File: config.mk
export PLATFORM = sky130hd
export DESIGN_NAME = stable_priority_queue_flat
export DESIGN_NICKNAME = d
export VERILOG_FILES = /design/src/rtl/core/spq_pkg.sv /design/src/rtl/core/spq_if.sv /design/src/rtl/core/spq_ram.sv /design/src/rtl/core/spq_ctrl.sv /design/src/rtl/core/stable_priority_queue.sv /design/src/flat_wrapper.sv
export SDC_FILE = /design/constraint.sdc
export NUM_CORES = 1
export LEC_CHECK = 0
export BUFFER_PORTS_ARGS = -buffer_cell sky130_fd_sc_hd__buf_2
export CORE_MARGIN = 3
export CORE_UTILIZATION = 35
export CTS_CLUSTER_DIAMETER = 30
export DETAILED_ROUTE_END_ITERATION = 6
export MAX_ROUTING_LAYER = met4
export PLACE_DENSITY_LB_ADDON = 0.08
export SYNTH_ARGS = -nofsm -noshare
export SYNTH_HDL_FRONTEND = slang
export SYNTH_SLANG_ARGS = --single-unit
File: constraint.sdc
create_clock -name clk -period 11.25 [get_ports clk]
set_input_delay 1.125 -clock clk [delete_from_list [all_inputs] [get_ports clk]]
set_output_delay 1.125 -clock clk [all_outputs]
set_load 0.1 [all_outputs]
File: src/rtl/core/spq_pkg.sv
// ----------------------------------------------------------------------------
// spq_pkg
// Types, codes and sizes shared by the priority queue modules.
// ----------------------------------------------------------------------------
package spq_pkg;

	localparam int DEPTH = 16;
	localparam int IDX_W = $clog2(DEPTH);
	localparam int CNT_W = $clog2(DEPTH + 1);
	localparam int OCC_W = 5;
	localparam int VAL_W = 32;
	localparam int PRI_W = 8;
	localparam int ST_W  = 2;

	localparam logic OP_INSERT = 1'b0;
	localparam logic OP_REMOVE = 1'b1;

	localparam logic [ST_W-1:0] ST_DONE      = 2'd0;
	localparam logic [ST_W-1:0] ST_UNDERFLOW = 2'd1;
	localparam logic [ST_W-1:0] ST_FULL      = 2'd2;

	typedef struct packed {
		logic [PRI_W-1:0]        prio;
		logic signed [VAL_W-1:0] value;
	} spq_entry_t;

	localparam int ENTRY_W = $bits(spq_entry_t);

	typedef struct packed {
		logic             we;
		logic [IDX_W-1:0] waddr;
		spq_entry_t       wdata;
		logic             re;
		logic [IDX_W-1:0] raddr;
	} spq_mem_req_t;

	typedef struct packed {
		logic [ST_W-1:0]         status;
		logic signed [VAL_W-1:0] removed_value;
		logic [OCC_W-1:0]        occupancy;
	} spq_rsp_t;

endpackage

File: src/rtl/core/spq_if.sv
// ----------------------------------------------------------------------------
// spq_if
// Valid/ready channels for queue requests and queue results.
// ----------------------------------------------------------------------------
interface spq_req_if;
	logic                             valid;
	logic                             ready;
	logic                             op;
	logic signed [spq_pkg::VAL_W-1:0] value;
	logic [spq_pkg::PRI_W-1:0]        priority_req;

	modport source (output valid, output op, output value, output priority_req, input ready);
	modport sink (input valid, input op, input value, input priority_req, output ready);
endinterface

interface spq_rsp_if;
	logic                             valid;
	logic                             ready;
	logic [spq_pkg::ST_W-1:0]         status;
	logic signed [spq_pkg::VAL_W-1:0] removed_value;
	logic [spq_pkg::OCC_W-1:0]        occupancy;

	modport source (output valid, output status, output removed_value, output occupancy,
		input ready);
	modport sink (input valid, input status, input removed_value, input occupancy,
		output ready);
endinterface

File: src/rtl/core/spq_ram.sv
// ----------------------------------------------------------------------------
// spq_ram
// Generic single-write, single-read RAM with a registered read port.
// ----------------------------------------------------------------------------
module spq_ram #(
	parameter int WIDTH = 40,
	parameter int DEPTH = 16,
	localparam int AW = $clog2(DEPTH)
) (
	input  logic             clk,
	input  logic             we,
	input  logic [AW-1:0]    waddr,
	input  logic [WIDTH-1:0] wdata,
	input  logic             re,
	input  logic [AW-1:0]    raddr,
	output logic [WIDTH-1:0] rdata
);

	logic [WIDTH-1:0] mem_q [DEPTH];

	always_ff @(posedge clk) begin
		if (we) begin
			mem_q[waddr] <= wdata;
		end
		if (re) begin
			rdata <= mem_q[raddr];
		end
	end

endmodule

File: src/rtl/core/spq_ctrl.sv
// ----------------------------------------------------------------------------
// spq_ctrl
// Sequencer: walks the sorted slot RAM one entry at a time with a single
// priority comparator, shifting entries to open or close a gap.
// ----------------------------------------------------------------------------
module spq_ctrl (
	input  logic                             clk,
	input  logic                             arst_n,
	input  logic                             req_valid,
	output logic                             req_ready,
	input  logic                             req_op,
	input  logic signed [spq_pkg::VAL_W-1:0] req_value,
	input  logic [spq_pkg::PRI_W-1:0]        req_prio,
	output spq_pkg::spq_mem_req_t            mem,
	input  spq_pkg::spq_entry_t              rd_entry,
	output logic                             rsp_valid,
	input  logic                             rsp_ready,
	output spq_pkg::spq_rsp_t                rsp
);

	typedef enum logic [2:0] {
		S_IDLE,
		S_INS_RD,
		S_INS_CMP,
		S_INS_NEW,
		S_REM_RD,
		S_REM_HEAD,
		S_REM_WR,
		S_DONE
	} state_t;

	state_t                            state_q;
	logic [spq_pkg::IDX_W-1:0]         idx_q;
	logic [spq_pkg::CNT_W-1:0]         count_q;
	logic [spq_pkg::CNT_W-1:0]         count_next;
	spq_pkg::spq_entry_t               new_q;
	logic [spq_pkg::ST_W-1:0]          status_q;
	logic signed [spq_pkg::VAL_W-1:0]  head_q;
	logic                              inc_q;
	logic                              dec_q;
	logic                              later;

	// shared comparator: stored entry ranks after the new one
	assign later = rd_entry.prio > new_q.prio;

	assign req_ready = (state_q == S_IDLE);
	assign rsp_valid = (state_q == S_DONE);

	always_comb begin
		count_next = count_q;
		if (inc_q) begin
			count_next = count_q + spq_pkg::CNT_W'(1);
		end else if (dec_q) begin
			count_next = count_q - spq_pkg::CNT_W'(1);
		end
	end

	assign rsp.status        = status_q;
	assign rsp.removed_value = head_q;
	assign rsp.occupancy     = spq_pkg::OCC_W'(count_next);

	always_comb begin
		mem = '0;
		unique case (state_q)
			S_INS_RD: begin
				mem.re    = 1'b1;
				mem.raddr = idx_q;
			end
			S_INS_CMP: begin
				mem.we    = 1'b1;
				mem.waddr = idx_q + spq_pkg::IDX_W'(1);
				mem.wdata = later ? rd_entry : new_q;
			end
			S_INS_NEW: begin
				mem.we    = 1'b1;
				mem.wdata = new_q;
			end
			S_REM_RD: begin
				mem.re    = 1'b1;
				mem.raddr = idx_q;
			end
			S_REM_WR: begin
				mem.we    = 1'b1;
				mem.waddr = idx_q - spq_pkg::IDX_W'(1);
				mem.wdata = rd_entry;
			end
			default: begin
				mem = '0;
			end
		endcase
	end

	always_ff @(posedge clk or negedge arst_n) begin
		if (!arst_n) begin
			state_q  <= S_IDLE;
			idx_q    <= '0;
			count_q  <= '0;
			new_q    <= '0;
			status_q <= spq_pkg::ST_DONE;
			head_q   <= '0;
			inc_q    <= 1'b0;
			dec_q    <= 1'b0;
		end else begin
			unique case (state_q)
				S_IDLE: begin
					if (req_valid) begin
						new_q    <= '{prio: req_prio, value: req_value};
						status_q <= spq_pkg::ST_DONE;
						head_q   <= '0;
						inc_q    <= 1'b0;
						dec_q    <= 1'b0;
						if (req_op == spq_pkg::OP_INSERT) begin
							if (count_q == spq_pkg::CNT_W'(spq_pkg::DEPTH)) begin
								status_q <= spq_pkg::ST_FULL;
								state_q  <= S_DONE;
							end else if (count_q == '0) begin
								inc_q   <= 1'b1;
								state_q <= S_INS_NEW;
							end else begin
								inc_q   <= 1'b1;
								idx_q   <= spq_pkg::IDX_W'(count_q - spq_pkg::CNT_W'(1));
								state_q <= S_INS_RD;
							end
						end else begin
							if (count_q == '0) begin
								status_q <= spq_pkg::ST_UNDERFLOW;
								state_q  <= S_DONE;
							end else begin
								dec_q   <= 1'b1;
								idx_q   <= '0;
								state_q <= S_REM_RD;
							end
						end
					end
				end
				S_INS_RD: begin
					state_q <= S_INS_CMP;
				end
				S_INS_CMP: begin
					if (later) begin
						if (idx_q == '0) begin
							state_q <= S_INS_NEW;
						end else begin
							idx_q   <= idx_q - spq_pkg::IDX_W'(1);
							state_q <= S_INS_RD;
						end
					end else begin
						state_q <= S_DONE;
					end
				end
				S_INS_NEW: begin
					state_q <= S_DONE;
				end
				S_REM_RD: begin
					state_q <= (idx_q == '0) ? S_REM_HEAD : S_REM_WR;
				end
				S_REM_HEAD: begin
					head_q <= rd_entry.value;
					if (count_q == spq_pkg::CNT_W'(1)) begin
						state_q <= S_DONE;
					end else begin
						idx_q   <= spq_pkg::IDX_W'(1);
						state_q <= S_REM_RD;
					end
				end
				S_REM_WR: begin
					if (spq_pkg::CNT_W'(idx_q) == count_q - spq_pkg::CNT_W'(1)) begin
						state_q <= S_DONE;
					end else begin
						idx_q   <= idx_q + spq_pkg::IDX_W'(1);
						state_q <= S_REM_RD;
					end
				end
				S_DONE: begin
					if (rsp_ready) begin
						count_q <= count_next;
						inc_q   <= 1'b0;
						dec_q   <= 1'b0;
						state_q <= S_IDLE;
					end
				end
				default: begin
					state_q <= S_IDLE;
				end
			endcase
		end
	end

endmodule

File: src/rtl/core/stable_priority_queue.sv
// ----------------------------------------------------------------------------
// stable_priority_queue
// Bounded priority queue held in sorted order in a slot RAM; lower priority
// numbers are served first and equal priorities keep arrival order.
// ----------------------------------------------------------------------------
//
//  channel  dir  handshake    payload
//  req      in   valid/ready  op, value, priority_req
//  rsp      out  valid/ready  status, removed_value, occupancy
//
//  An insert walks from the tail with a read step and a write step for each
//  stored entry that ranks after the new one; a remove reads the head, then
//  moves each later entry up one slot; a full insert or empty remove goes
//  straight to its result. All of it is set by the slot RAM's registered read,
//  one entry moved per read and write step, under one comparator.
//  Reset clears the fill count; slot contents are never cleared, as only
//  slots below the count are read. A stalled result sits in the output
//  register while the next item is accepted and worked on.
//
module stable_priority_queue (
	input  logic clk,
	input  logic arst_n,
	spq_req_if.sink   req,
	spq_rsp_if.source rsp
);

	spq_pkg::spq_mem_req_t           mem;
	logic [spq_pkg::ENTRY_W-1:0]     rd_bits;
	spq_pkg::spq_entry_t             rd_entry;
	spq_pkg::spq_rsp_t               ctrl_rsp;
	logic                            ctrl_rsp_valid;
	logic                            ctrl_rsp_ready;
	spq_pkg::spq_rsp_t               rsp_q;
	logic                            rsp_valid_q;

	assign rd_entry = spq_pkg::spq_entry_t'(rd_bits);

	// sequencer with the shared priority comparator
	spq_ctrl u_ctrl (
		.clk       (clk),
		.arst_n    (arst_n),
		.req_valid (req.valid),
		.req_ready (req.ready),
		.req_op    (req.op),
		.req_value (req.value),
		.req_prio  (req.priority_req),
		.mem       (mem),
		.rd_entry  (rd_entry),
		.rsp_valid (ctrl_rsp_valid),
		.rsp_ready (ctrl_rsp_ready),
		.rsp       (ctrl_rsp)
	);

	// sorted slot store, slot 0 is the head
	spq_ram #(
		.WIDTH (spq_pkg::ENTRY_W),
		.DEPTH (spq_pkg::DEPTH)
	) u_slots (
		.clk   (clk),
		.we    (mem.we),
		.waddr (mem.waddr),
		.wdata (mem.wdata),
		.re    (mem.re),
		.raddr (mem.raddr),
		.rdata (rd_bits)
	);

	// output register: take a new result when empty or being drained
	assign ctrl_rsp_ready = !rsp_valid_q || rsp.ready;

	always_ff @(posedge clk or negedge arst_n) begin
		if (!arst_n) begin
			rsp_valid_q <= 1'b0;
			rsp_q       <= '0;
		end else begin
			if (ctrl_rsp_valid && ctrl_rsp_ready) begin
				rsp_valid_q <= 1'b1;
				rsp_q       <= ctrl_rsp;
			end else if (rsp.ready) begin
				// drop the item once taken
				rsp_valid_q <= 1'b0;
			end
		end
	end

	assign rsp.valid         = rsp_valid_q;
	assign rsp.status        = rsp_q.status;
	assign rsp.removed_value = rsp_q.removed_value;
	assign rsp.occupancy     = rsp_q.occupancy;

endmodule

File: src/flat_wrapper.sv
// flat-port wrapper written by rule: the top's interface ports become plain ports
module stable_priority_queue_flat 
  (clk, arst_n, req_valid, req_op, req_value, req_priority_req, req_ready, rsp_valid, rsp_status, rsp_removed_value, rsp_occupancy, rsp_ready);
  spq_req_if req_i ();
  spq_rsp_if rsp_i ();
  input  logic clk;
  input  logic arst_n;
  input wire logic [$bits(req_i.valid)-1:0] req_valid;
  input wire logic [$bits(req_i.op)-1:0] req_op;
  input wire logic [$bits(req_i.value)-1:0] req_value;
  input wire logic [$bits(req_i.priority_req)-1:0] req_priority_req;
  output wire logic [$bits(req_i.ready)-1:0] req_ready;
  output wire logic [$bits(rsp_i.valid)-1:0] rsp_valid;
  output wire logic [$bits(rsp_i.status)-1:0] rsp_status;
  output wire logic [$bits(rsp_i.removed_value)-1:0] rsp_removed_value;
  output wire logic [$bits(rsp_i.occupancy)-1:0] rsp_occupancy;
  input wire logic [$bits(rsp_i.ready)-1:0] rsp_ready;
  assign req_i.valid = req_valid;
  assign req_i.op = req_op;
  assign req_i.value = req_value;
  assign req_i.priority_req = req_priority_req;
  assign req_ready = req_i.ready;
  assign rsp_valid = rsp_i.valid;
  assign rsp_status = rsp_i.status;
  assign rsp_removed_value = rsp_i.removed_value;
  assign rsp_occupancy = rsp_i.occupancy;
  assign rsp_i.ready = rsp_ready;
  stable_priority_queue u_core (.clk(clk), .arst_n(arst_n), .req(req_i), .rsp(rsp_i));
endmodule
==> Word level (Yosys, flattened, before mapping) <==
Memories as Yosys holds them, arrays and structs flattened. A register that Yosys moved wholly into a read port is not among the register bits.
Cells that the tools add are included.
{ "word_totals": {"ram_bits": 640, "in_bits": 45, "mem_count": 1, "word_cells": 102, "register_bits": 128} }
{ "classes": {"magnitude_cmp": 1, "muxes": 47, "reduce_logical": 18, "addsub": 4, "n_eq_ne": 18} }
{ "memory_table": {"columns": ["name", "depth", "width", "read_ports", "rd_ports_with_merged_regs", "write_ports", "line", "source"], "rows": [
  ["u_core.u_slots.mem_q", 16, 40, 1, 1, 1, "spq_ram.sv:19", "logic [WIDTH-1:0] mem_q [DEPTH];"]
]} }
{ "op_table": {"columns": ["operator", "count"], "rows": [
  ["$pmux W40 S3", 1],
  ["$pmux W32 S2", 1],
  ["$mux W40", 1],
  ["$mux W4", 9],
  ["$mux W32", 1],
  ["$pmux W3 S8", 1],
  ["$mux W2", 8],
  ["$pmux W4 S4", 1],
  ["$mux W3", 5],
  ["$mux W5", 3],
  ["$ne A2 B2 Y1 const B", 7],
  ["$mux W1", 13],
  ["$eq A3 B3 Y1 const B", 4],
  ["$gt A8 B8 Y1", 1],
  ["$pmux W4 S2", 1],
  ["$reduce_and A2 Y1", 4],
  ["$reduce_and A8 Y1", 1],
  ["$eq A3 B2 Y1 const B", 2],
  ["$reduce_bool A2 Y1", 3],
  ["$add A5 B1 Y5 const B", 1],
  ["$eq A4 B5 Y1", 1],
  ["$eq A5 B1 Y1 const B", 1],
  ["$eq A5 B5 Y1 const B", 1],
  ["$logic_not A5 Y1", 1],
  ["15 further kinds", 16]
]} }

==> Depth between registers and ports, before layout <==
Gate-level depths: netlist of run 1.
{ "logic_depth": {"depth_word": 6, "ltp_mapped": 10} }

==> Modules after synthesis <==
Synthesis of run 1 repeated with hierarchy kept, for this count alone.
{ "unflattened": {"cells_unflattened": 1675, "hier_area_um2": 31799.2} }
{ "by_module_without_submodules": {"columns": ["mod", "cells_each", "area_each_um2", "n_inst"], "rows": [
  ["spq_ram", 1040, 25532.0, 1],
  ["spq_ctrl", 549, 4727.0, 1],
  ["stable_priority_queue", 86, 1540.2, 1]
]} }

==> Least setup slack after synthesis of run 1 <==
No wires, ideal clock.
{ "synth_path": {"path_type": "register to register", "from": "register u_core.u_ctrl.idx_q[0] (netlist name)", "to": "memory u_core.u_slots.mem_q[13][0] (enable)", "path_stages_with_launch": 9, "required_time_ps": 10813, "path_slack_ps": 6913, "setup_time_ps": 437, "arrival_time_ps": 3899, "cell_sequence": "dfrtp_1 clkbuf_1 clkbuf_1 buf_1 inv_1 ha_1 xor2_1 or3_1 nor2_1"} }
{ "synth_via": {"elab_chain_len": 2} }
{ "synth_lines": {"columns": ["element", "line", "source"], "rows": [
  ["start, declared", "spq_ctrl.sv:33", "logic [spq_pkg::IDX_W-1:0] idx_q;"],
  ["start signal, assigned", "spq_ctrl.sv:121", "idx_q <= spq_pkg::IDX_W'(count_q - spq_pkg::CNT_W'(1));"],
  ["start signal, assigned", "spq_ctrl.sv:144", "idx_q <= idx_q - spq_pkg::IDX_W'(1);"],
  ["start signal, assigned", "spq_ctrl.sv:162", "idx_q <= spq_pkg::IDX_W'(1);"],
  ["$sub A4 B1 Y4 / $add A4 B1 Y4 (equally long branches)", "spq_ctrl.sv:84, spq_ctrl.sv:71", null],
  ["$pmux W4 S2 *", "spq_ctrl.sv:64", "unique case (state_q)"],
  ["end, declared", "spq_ram.sv:19", null]
]} }
Every way passes the cells marked *; elsewhere a longest branch is shown, timed or not.

==> Final worst setup path of run 1 <==
{ "layout_path": {"from": "register u_core.u_ctrl.idx_q[1] (netlist name)", "to": "register u_core.u_slots.rdata[16] (read register of u_core.u_slots.mem_q) (data pin)"} }
{ "layout_via": {"elab_chain_len": 1} }
{ "layout_lines": {"columns": ["element", "line", "source"], "rows": [
  ["$mux W5", "spq_ctrl.sv:64", null],
  ["end, declared", "spq_ram.sv:16", "output logic [WIDTH-1:0] rdata"]
]} }
No other way between the ends.
A chain may end at the register's enable or synchronous reset.

==> qor.txt, run 1 <==
M1 GR Usage: 0.284
CTS sink count: 803
Aggregate global-route resource usage: 0.212
Synthesized area: 32400 um^2
Yosys warning count: 0
Peak supply drop: 0.225 mV
# setup viols final: 0
Clock tree buffer depth: 3
DRC Markers: 0
Detailed placement HPWL: 45700 um
Initial core utilization: 0.356
Most common cell after layout, fill and taps aside: edfxtp_1
DR iter-0 viols: 1763
Antenna cell count: 0
Insertion delay to the later sink of the worst-skew pair: 0.73 ns
Worst Path Class, Setup: register to register
Max-slew headroom: 0.319
Syn Inst Count: 2437
Pin count of the biggest net entering global routing: 72
Distinct cells, synth: 53
Die height: 310 um
Final wirelength: 98500 um
Power Total: 13.6 mW
Pre-antenna DRT Iters: 6
Max Clk Rate: 229 MHz
First-pass GRT wire length: 146000 um
Ports: 86
Fraction of layout cells with a size suffix above 1: 0.178
Htree depth: 4
CTS resizes: 0
Initial antenna violation count: 0
Leakage: 14.3 nW
CTS tree: yes
Power density over cell area: 341 nW/um^2
Detailed-route via count: 21337
Port Buf Inserts: 85
Worst-margin pin slew: 1.02 ns
Nets: 2617
Syn_area_per_cell: 13.3 um^2
Core ar.: 91000 um^2
Number of global-route vias before repair: 21862
Filler cell count: 8244
Met3 Track Usage GR: 0.0360
Die footprint: 96300 um^2
Yosys reg bits: 803
CTS clk-pin slew, worst paths: 0.04 ns
Status: completed
Remaining global-route overflow: 0
Synth Net Count: 2496
Global routing usage on met2: 0.335
Hold-fix buffers, CTS: 0
Async S/R FF share, synth: 0.153
Critical path peak fanout: 66
Gr busiest metal: met2
Required @ worst endpoint: 11.81 ns
Via/cell ratio: 5.41
# rows: 110
CTS root buffer: clkbuf_16
Routed Antenna Nets: 0
RSZ-0062 raised after global routing: no
CTS buffer count: 175
Synth area leaders: edfxtp_1 63%, dfrtp_1 9.5%, nand2_1 6.5%
Post-CTS Setup Inserts: 0
Area share of the largest cell type after synthesis: 0.630
Post-route setup TNS: 0 ns
Max Clock Skew: 0.0231 ns
Routed wire per std cell: 25.0 um
Minimum clock period: 4.37 ns
Dpl ws: 6.80 ns
Die X: 310 um
Final Hold Fails: 0
Most area-hungry cell type in the Yosys netlist: edfxtp_1
MaxCap Viol Count: 0
FF-to-FF path depth: 8
Worst hold path type: input port to async pin
Final Cycle Share: 0.388
Gp weighted congestion: 0.778
Commonest cells after routing, fill and taps aside: 680 x edfxtp_1, 555 x nand2_1, 179 x clkbuf_16
Nature of the critical path startpoint: register
Pins over their slew limit: 0
Post-synth EDFFs: 680
Ys flop type: edfxtp_1
Area growth, synth to finish: 23.3%
Post-layout worst setup margin: 6.88 ns
Crit. End Element: register
Worst Path Arrival: 4.93 ns
Post-synthesis sequential area ratio: 0.725
==> layout make-up <==
cell class | count | area (um^2) | area share
Timing Repair Buffer | 128 | 754 | 0.0189
Multi-Input combinational cell | 1433 | 8230 | 0.206
Tap cell | 1232 | 1540 | 0.0386
Clock inverter | 117 | 1220 | 0.0304
Inverter | 17 | 71.3 | 0.00179
Clock buffer | 211 | 4640 | 0.116
Sequential cell | 803 | 23500 | 0.588
==> report_power, final <==
group / switching [mW] / internal [mW] / total, mW / leakage (nW)
clock network: 1.62 / 3.36 / 4.98 / 2.82
registers: 0.364 / 4.35 / 4.71 / 7.82
logic: 2.98 / 0.951 / 3.93 / 3.66
total: 4.96 / 8.65 / 13.6 / 14.3
==> cell usage after synthesis, types with 4 or more instances <==
cell type,instances
nand2b_1,5
buf_4,8
clkbuf_1,123
a31oi_1,123
nor3_1,33
buf_2,48
o22ai_1,44
a221oi_1,120
mux2_2,36
nor3_2,13
dfrtp_1,123
edfxtp_1,680
nand2_1,557
ha_1,14
mux2i_1,4
nand4_1,4
a2111oi_0,40
and2_1,85
a21oi_1,87
a22o_1,42
o21ai_0,54
nand3_1,49
inv_1,14
and3_1,4
nor2_1,76
xnor2_1,9
==> cells by family after synthesis <==
logic type                 share of synthesized area
DFF                                            0.725
buffers and inverters                         0.0265
and+or+nand+nor                                0.112
muxes                                         0.0137
adders and majority gates                    0.00541
xor gates and xnor gates                     0.00444
AOI/OAI and AO/OA                              0.113
==> metrics by stage <==
step	cell area, um^2	hold slack [ns]	util	std cells
CTS	40000	0.402	0.439	3941
finish	40000	0.431	0.439	3941
floorplan	32400	0.444	-	2437
global placement	34100	0.464	0.375	3613
detailed placement	34100	0.465	0.375	3613
global route	40000	0.449	0.439	3941
==> critical path, cell delays in order, from the launching register on <==
cell      delay (ns)
dfrtp_4         0.84
buf_4           0.58
and3_4          0.59
buf_4           0.69
buf_4           0.76
a221oi_1        0.16
a31oi_1         0.20
o22ai_1         0.11
nor3_1          0.18
==> flip-flops by register name, indices dropped and copies added, names as in the netlist <==
name	count
u_core.u_slots.mem_q	640
u_core.u_ctrl.new_q	40
u_core.u_slots.rdata	40
u_core.rsp.removed_value	32
u_core.u_ctrl.head_q	32
u_core.u_ctrl.count_q	4
u_core.u_ctrl.idx_q	4
u_core.u_ctrl.state_q	3
u_core.rsp.status	2
u_core.u_ctrl.status_q	2
u_core.rsp.occupancy	1
u_core.rsp.valid	1
u_core.u_ctrl.dec_q	1
u_core.u_ctrl.inc_q	1
==> per-layer routing <==
metal | part of all wire | vias to the layer above
met3 | 0.048 | 156
met4 | 0.019 | 0
met5 | 0 | -
li1 | - | 9510
met2 | 0.48 | 633
met1 | 0.46 | 11038
==> path summary, 6_finish.rpt <==
kind                                                startpoint                                       end  slack, ns
max                         u_core.u_ctrl.idx_q[1]$_DFFE_PN0P_        u_core.u_slots.rdata[16]$_DFFE_PN_       6.88
min                                                     arst_n      u_core.u_ctrl.count_q[1]$_DFFE_PN0P_       0.43
max reg2reg                 u_core.u_ctrl.idx_q[1]$_DFFE_PN0P_        u_core.u_slots.rdata[16]$_DFFE_PN_       6.88
min reg2reg                u_core.u_ctrl.new_q[20]$_DFFE_PN0P_       u_core.u_ctrl.new_q[20]$_DFFE_PN0P_       0.48
max in group asynchronous                               arst_n  u_core.rsp.removed_value[18]$_DFFE_PN0P_       9.52
min in group clk           u_core.u_ctrl.new_q[20]$_DFFE_PN0P_       u_core.u_ctrl.new_q[20]$_DFFE_PN0P_       0.48
(Power assumes the default switching activity.)
==> run 2, diff against run 1 <==
- clock period: 11.25 -> 3.55 ns (I/O delays scaled with it)
==> qor.txt, run 2 (synthesis gave the netlist of run 1 again) <==
Status: completed
Worst-margin pin slew: 1.00 ns (-0.0211 ns)
Required @ worst endpoint: 4.00 ns (-7.81 ns)
# rows: 110 (unchanged)
Critical path peak fanout: 40 (-39%)
Worst Path Class, Setup: register to register
Worst r2r dst: u_core.u_slots.mem_q[3][33]$_DFFE_PP_
Most common cell after layout, fill and taps aside: edfxtp_1
Regs by FF count: u_core.u_slots.mem_q (640), u_core.u_ctrl.new_q (40), u_core.u_slots.rdata (40)
Minimum clock period: 3.02 ns (-1.35 ns)
Via/cell ratio: 5.39 (-0.44%)
Crit path from: u_core.u_ctrl.new_q[35]$_DFFE_PN0P_
CTS clk-pin slew, worst paths: 0.05 ns (about the same)
Worst Path Arrival: 3.47 ns (-1.46 ns)
Area growth, synth to finish: 27.7%
Final Hold Fails: 0 (unchanged)
Most flops, register: u_core.u_slots.mem_q
Die X: 310 um (unchanged)
CTS root buffer: clkbuf_16
Filler cell count: 8100 (-1.7%)
Nets: 2696 (+3.0%)
Clock tree buffer depth: 3 (unchanged)
Max-slew headroom: 0.333 (+0.0141)
DR iter-0 viols: 1929 (+9.4%)
# setup viols final: 0 (unchanged)
FF-to-FF path depth: 9 (+1)
Dpl ws: 0.612 ns (-6.19 ns)
Fraction of layout cells with a size suffix above 1: 0.190 (+0.0129)
Initial antenna violation count: 2 (+2)
Die footprint: 96300 um^2 (unchanged)
Number of global-route vias before repair: 21577 (-1.3%)
Nature of the critical path startpoint: register
Post-Route Hold Slack: 0.190 ns (-0.241 ns)
Largest register FFs: 640 (unchanged)
Htree depth: 4 (unchanged)
Commonest cells after routing, fill and taps aside: 680 x edfxtp_1, 555 x nand2_1, 178 x clkbuf_16
CTS buffer count: 176 (+0.57%)
CTS sink count: 803 (unchanged)
CTS tree: yes
Peak supply drop: 1.15 mV (+410%)
Pre-antenna DRT Iters: 7 (+1)
CP Capture Point: u_core.u_slots.mem_q[3][33]$_DFFE_PP_
Initial core utilization: 0.356 (unchanged)
Critical R2R Launch: u_core.u_ctrl.new_q[35]$_DFFE_PN0P_
Pin count of the biggest net entering global routing: 116 (+61%)
MaxCap Viol Count: 0 (unchanged)
Power density over cell area: 1080 nW/um^2 (+220%)
Worst hold path type: input port to async pin
Gp weighted congestion: 0.758 (-2.6%)
Detailed-route via count: 21674 (+1.6%)
First-pass GRT wire length: 148000 um (+1.5%)
Max Clk Rate: 331 MHz (+45%)
RSZ-0062 raised after global routing: no
Aggregate global-route resource usage: 0.219 (+0.00653)
Post-route setup TNS: 0 ns (unchanged)
Die height: 310 um (unchanged)
DRC Markers: 0 (unchanged)
Power Total: 44.7 mW (+230%)
Final Cycle Share: 0.851 (+0.462)
Core ar.: 91000 um^2 (unchanged)
Crit. End Element: register
Max Clock Skew: 0.0242 ns (+0.00112 ns)
Detailed placement HPWL: 51400 um (+12%)
Insertion delay to the later sink of the worst-skew pair: 0.74 ns (about the same)
Reg2reg setup slack: 0.53 ns (-6.35 ns)
Pins over their slew limit: 0 (unchanged)
Final wirelength: 102000 um (+3.8%)
Remaining global-route overflow: 0 (unchanged)
Port Buf Inserts: 85 (unchanged)
Ports: 86 (unchanged)
Routed Antenna Nets: 0 (unchanged)
Final Util: 0.455 (+0.0155)
Leakage: 14.9 nW (+4.4%)
Routed wire per std cell: 25.4 um (+1.7%)
Post-layout worst setup margin: 0.529 ns (-6.35 ns)
run 2: critical path, stage by stage (launching register included):
cell and delay [ns]:
dfrtp_1 0.43, inv_1 0.10, ha_1 0.34, a21oi_1 0.26
a21oi_1 0.11, o22ai_1 0.15, buf_4 0.18, o211a_2 0.20
buf_12 0.32, a22o_1 0.60
run 2: power by group:
group / switching [mW] / total, mW / internal (mW)
Clock: 5.31 / 16.5 / 11.2
Combinational: 9.81 / 13.3 / 3.49
Sequential: 1.09 / 14.8 / 13.8
run 2: what timing repair did:
item | 4_1_cts | 5_1_grt
gates resized for setup | 0 | 0
buffers inserted | 0 | 0
setup endpoints to repair | 0 | 0
hold buffers | 44 | 0
hold endpoints to repair | 109 | 0
run 2: how the worst min path moves through the flow:
stage	cells after the start	to	start	slack [ns]
4_1_cts	2	u_core.u_ctrl.new_q[31]$_DFFE_PN0P_	arst_n	0.18
5_1_grt	2	u_core.u_ctrl.count_q[1]$_DFFE_PN0P_	arst_n	0.23
6_report	2	u_core.rsp.status[0]$_DFFE_PN0P_	arst_n	0.19
3_5_place_dp	1	u_core.rsp.status[0]$_DFFE_PN0P_	arst_n	0.40
3_3_place_gp	1	u_core.rsp.status[0]$_DFFE_PN0P_	arst_n	0.40
2_1_floorplan	0	u_core.rsp.occupancy[4]$_DFFE_PN0P_	arst_n	0.06
run 2: metrics by stage:
step,instance area [um^2],std cells
after floorplan,32400,2437
after global placement,34800,3647
after detailed placement,34800,3647
after CTS,41400,4020
after global routing,41400,4020
final,41400,4021
run 2: per-layer routing:
layer	wire length, um	vias up	track usage
met2	48500	787	0.342
met4	1870	0	0.0588
met3	6700	162	0.0422
met5	0	-	-
met1	45200	11059	0.294
li1	-	9666	-
run 2: area by class of cell:
class	instances	area, um^2	share of cell area
diodes	1	2.50	0.0000605
clock buffers	223	4790	0.116
clock inverters	106	1360	0.0328
inverters	17	73.8	0.00178
multi-input cells	1433	8230	0.199
flip-flops and latches	803	23500	0.568
well taps	1232	1540	0.0373
repair buffers	206	1860	0.0450
==> run 3, diff against run 2 <==
- CELL_PAD_IN_SITES_DETAIL_PLACEMENT: unset -> 0
- CELL_PAD_IN_SITES_GLOBAL_PLACEMENT: unset -> 1
- CORE_UTILIZATION: 35 -> 47
==> qor.txt, run 3 (synthesis gave the netlist of run 1 again) <==
Critical path, cell by cell: xor2_2, and3_4, buf_12, a221oi_1, a31oi_1, o22ai_1, nor3_1
Final Non-Filler Cells: 3631 (-9.7%)
CTS tree: yes
Detailed-route via count: 21813 (+0.64%)
Fraction of layout cells with a size suffix above 1: 0.186 (-0.00445)
Fin area: 40200 um^2 (-2.8%)
Nets: 2681 (-0.56%)
Die footprint: 72100 um^2 (-25%)
Most common cell after layout, fill and taps aside: edfxtp_1
Max Clk Rate: 336 MHz (+1.5%)
Routed Antenna Nets: 0 (unchanged)
Metal-1 WL: 42000 um (-7.0%)
Commonest cells after routing, fill and taps aside: 680 x edfxtp_1, 555 x nand2_1, 160 x clkbuf_16
Required @ worst endpoint: 4.10 ns (+0.10 ns)
CTS clk-pin slew, worst paths: 0.05 ns (about the same)
Initial antenna violation count: 0 (-2)
Final Hold Fails: 0 (unchanged)
Crit. End Element: register
Critical path peak fanout: 54 (+35%)
FF-to-FF path depth: 7 (-2)
Worst Path Arrival: 3.52 ns (+0.05 ns)
Insertion delay to the later sink of the worst-skew pair: 0.73 ns (about the same)
Placed inst area: 34300 um^2 (-1.2%)
Regs by FF count: u_core.u_slots.mem_q (640), u_core.u_ctrl.new_q (40), u_core.u_slots.rdata (40)
Die X: 269 um (-13%)
Critical Path Slowest Stage Cell: and3_4
WHS Endpoint: u_core.u_ctrl.new_q[33]$_DFFE_PN0P_
Gp weighted congestion: 0.816 (+7.7%)
Largest register FFs: 640 (unchanged)
Post-Route Hold Slack: 0.0336 ns (-0.157 ns)
Worst hold path type: input port to register
Remaining global-route overflow: 0 (unchanged)
Area growth, synth to finish: 24.1%
Filler cell count: 5351 (-34%)
Most flops, register: u_core.u_slots.mem_q
First-pass GRT wire length: 142000 um (-4.7%)
Clock tree buffer depth: 3 (unchanged)
Metal2 WL: 45900 um (-5.5%)
# rows: 95 (-14%)
Hold-fix buffers, CTS: 43 (-2.3%)
MaxCap Viol Count: 0 (unchanged)
Die height: 269 um (-13%)
Nature of the critical path startpoint: register
Leakage: 14.6 nW (-2.3%)
Routed wire per std cell: 26.4 um (+4.0%)
RSZ-0062 raised after global routing: no
Initial core utilization: 0.478 (+0.122)
Post-CTS Setup Inserts: 0 (unchanged)
Hold Path Origin: req_priority_req[1]
Pins over their slew limit: 0 (unchanged)
Htree depth: 4 (unchanged)
CTS buffer count: 159 (-9.7%)
Ports: 86 (unchanged)
Reg2reg setup slack: 0.57 ns (+0.05 ns)
Max Clock Skew: 0.0252 ns (+0.00103 ns)
Pin count of the biggest net entering global routing: 174 (+50%)
CTS root buffer: clkbuf_16
Max-slew headroom: 0.315 (-0.0181)
Worst Path Class, Setup: register to register
Port Buf Inserts: 85 (unchanged)
Hold path depth: 3
Power density over cell area: 1060 nW/um^2 (-1.6%)
Core ar.: 67800 um^2 (-26%)
Critical Path Max Stage Delay: 0.73 ns (+0.13 ns)
# setup viols final: 0 (unchanged)
DR iter-0 viols: 2132 (+11%)
Final Cycle Share: 0.838 (-0.0128)
Antenna cell count: 0 (-1)
DRC Markers: 0 (unchanged)
Aggregate global-route resource usage: 0.277 (+0.0581)
FF/Latch Area: 23500 um^2 (unchanged)
Final wirelength: 96000 um (-6.1%)
Worst r2r dst: u_core.u_slots.rdata[17]$_DFFE_PN_
Status: completed
Via/cell ratio: 6.01 (+11%)
CTS resizes: 0 (unchanged)
Critical R2R Launch: u_core.u_ctrl.state_q[2]$_DFFE_PN0P_
Worst-margin pin slew: 1.03 ns (+0.0271 ns)
Uppermost routed layer: met4
Pre-antenna DRT Iters: 6 (-1)
Peak supply drop: 0.836 mV (-27%)
Minimum clock period: 2.98 ns (-0.0456 ns)
Multi-input gate area: 8230 um^2 (about the same)
Detailed placement HPWL: 48100 um (-6.3%)
CTS sink count: 803 (unchanged)
Placed Cells: 3291 (-9.8%)
DR WL met3: 6300 um (-6.0%)
Number of global-route vias before repair: 21523 (-0.25%)
run 3: how the worst max path moves through the flow:
stage | endpoint | slack [ns] | start
CTS | u_core.u_slots.rdata[34]$_DFFE_PN_ | 0.62 | u_core.u_ctrl.state_q[2]$_DFFE_PN0P_
detailed placement | u_core.u_slots.rdata[24]$_DFFE_PN_ | 0.64 | u_core.u_ctrl.state_q[2]$_DFFE_PN0P_
floorplan | u_core.u_slots.mem_q[6][0]$_DFFE_PP_ | -0.65 | u_core.u_ctrl.idx_q[0]$_DFFE_PN0P_
global route | u_core.u_slots.rdata[21]$_DFFE_PN_ | 0.39 | u_core.u_ctrl.state_q[2]$_DFFE_PN0P_
global placement | u_core.u_slots.rdata[34]$_DFFE_PN_ | 0.60 | u_core.u_ctrl.state_q[2]$_DFFE_PN0P_
finish | u_core.u_slots.rdata[17]$_DFFE_PN_ | 0.57 | u_core.u_ctrl.state_q[2]$_DFFE_PN0P_
run 3: critical path: cells and delay by family (launching register included):
| kind | cells | cell delay (ns) |
|---|---|---|
| AOI/OAI and AO/OA | 3 | 0.46 |
| xor gates and xnor gates | 1 | 0.30 |
| and+or+nand+nor | 2 | 0.91 |
| DFF | 1 | 0.70 |
| buffers and inverters | 1 | 0.36 |
run 3: layer usage:
layer | up-vias | track usage
li1 | 9618 | -
met1 | 11189 | 0.379
met2 | 860 | 0.431
met3 | 146 | 0.0474
met4 | 0 | 0.0803
met5 | - | -
run 3: area by class of cell:
class	count	area share
well taps	873	0.0272
flip-flops and latches	803	0.585
multi-input cells	1433	0.205
clock buffers	181	0.103
repair buffers	208	0.0466
inverters	17	0.00177
clock inverters	116	0.0329
run 3: per-stage QoR:
| stage | setup slack (ns) | setup TNS [ns] | power (mW) | util |
|---|---|---|---|---|
| floorplan | -0.651 | -267.99 | 23.1 | - |
| global placement | 0.602 | 0 | 27.7 | 0.507 |
| detailed placement | 0.644 | 0 | 27.9 | 0.507 |
| CTS | 0.616 | 0 | 43.0 | 0.594 |
| global route | 0.391 | 0 | 44.6 | 0.594 |
| finish | 0.575 | 0 | 42.7 | 0.594 |
run 3: power by group:
group	leakage (nW)	switching, mW	total, mW	internal (mW)
clock	2.63	5.14	14.9	9.76
sequential	7.82	0.953	14.7	13.7
combinational	4.13	9.63	13.1	3.51
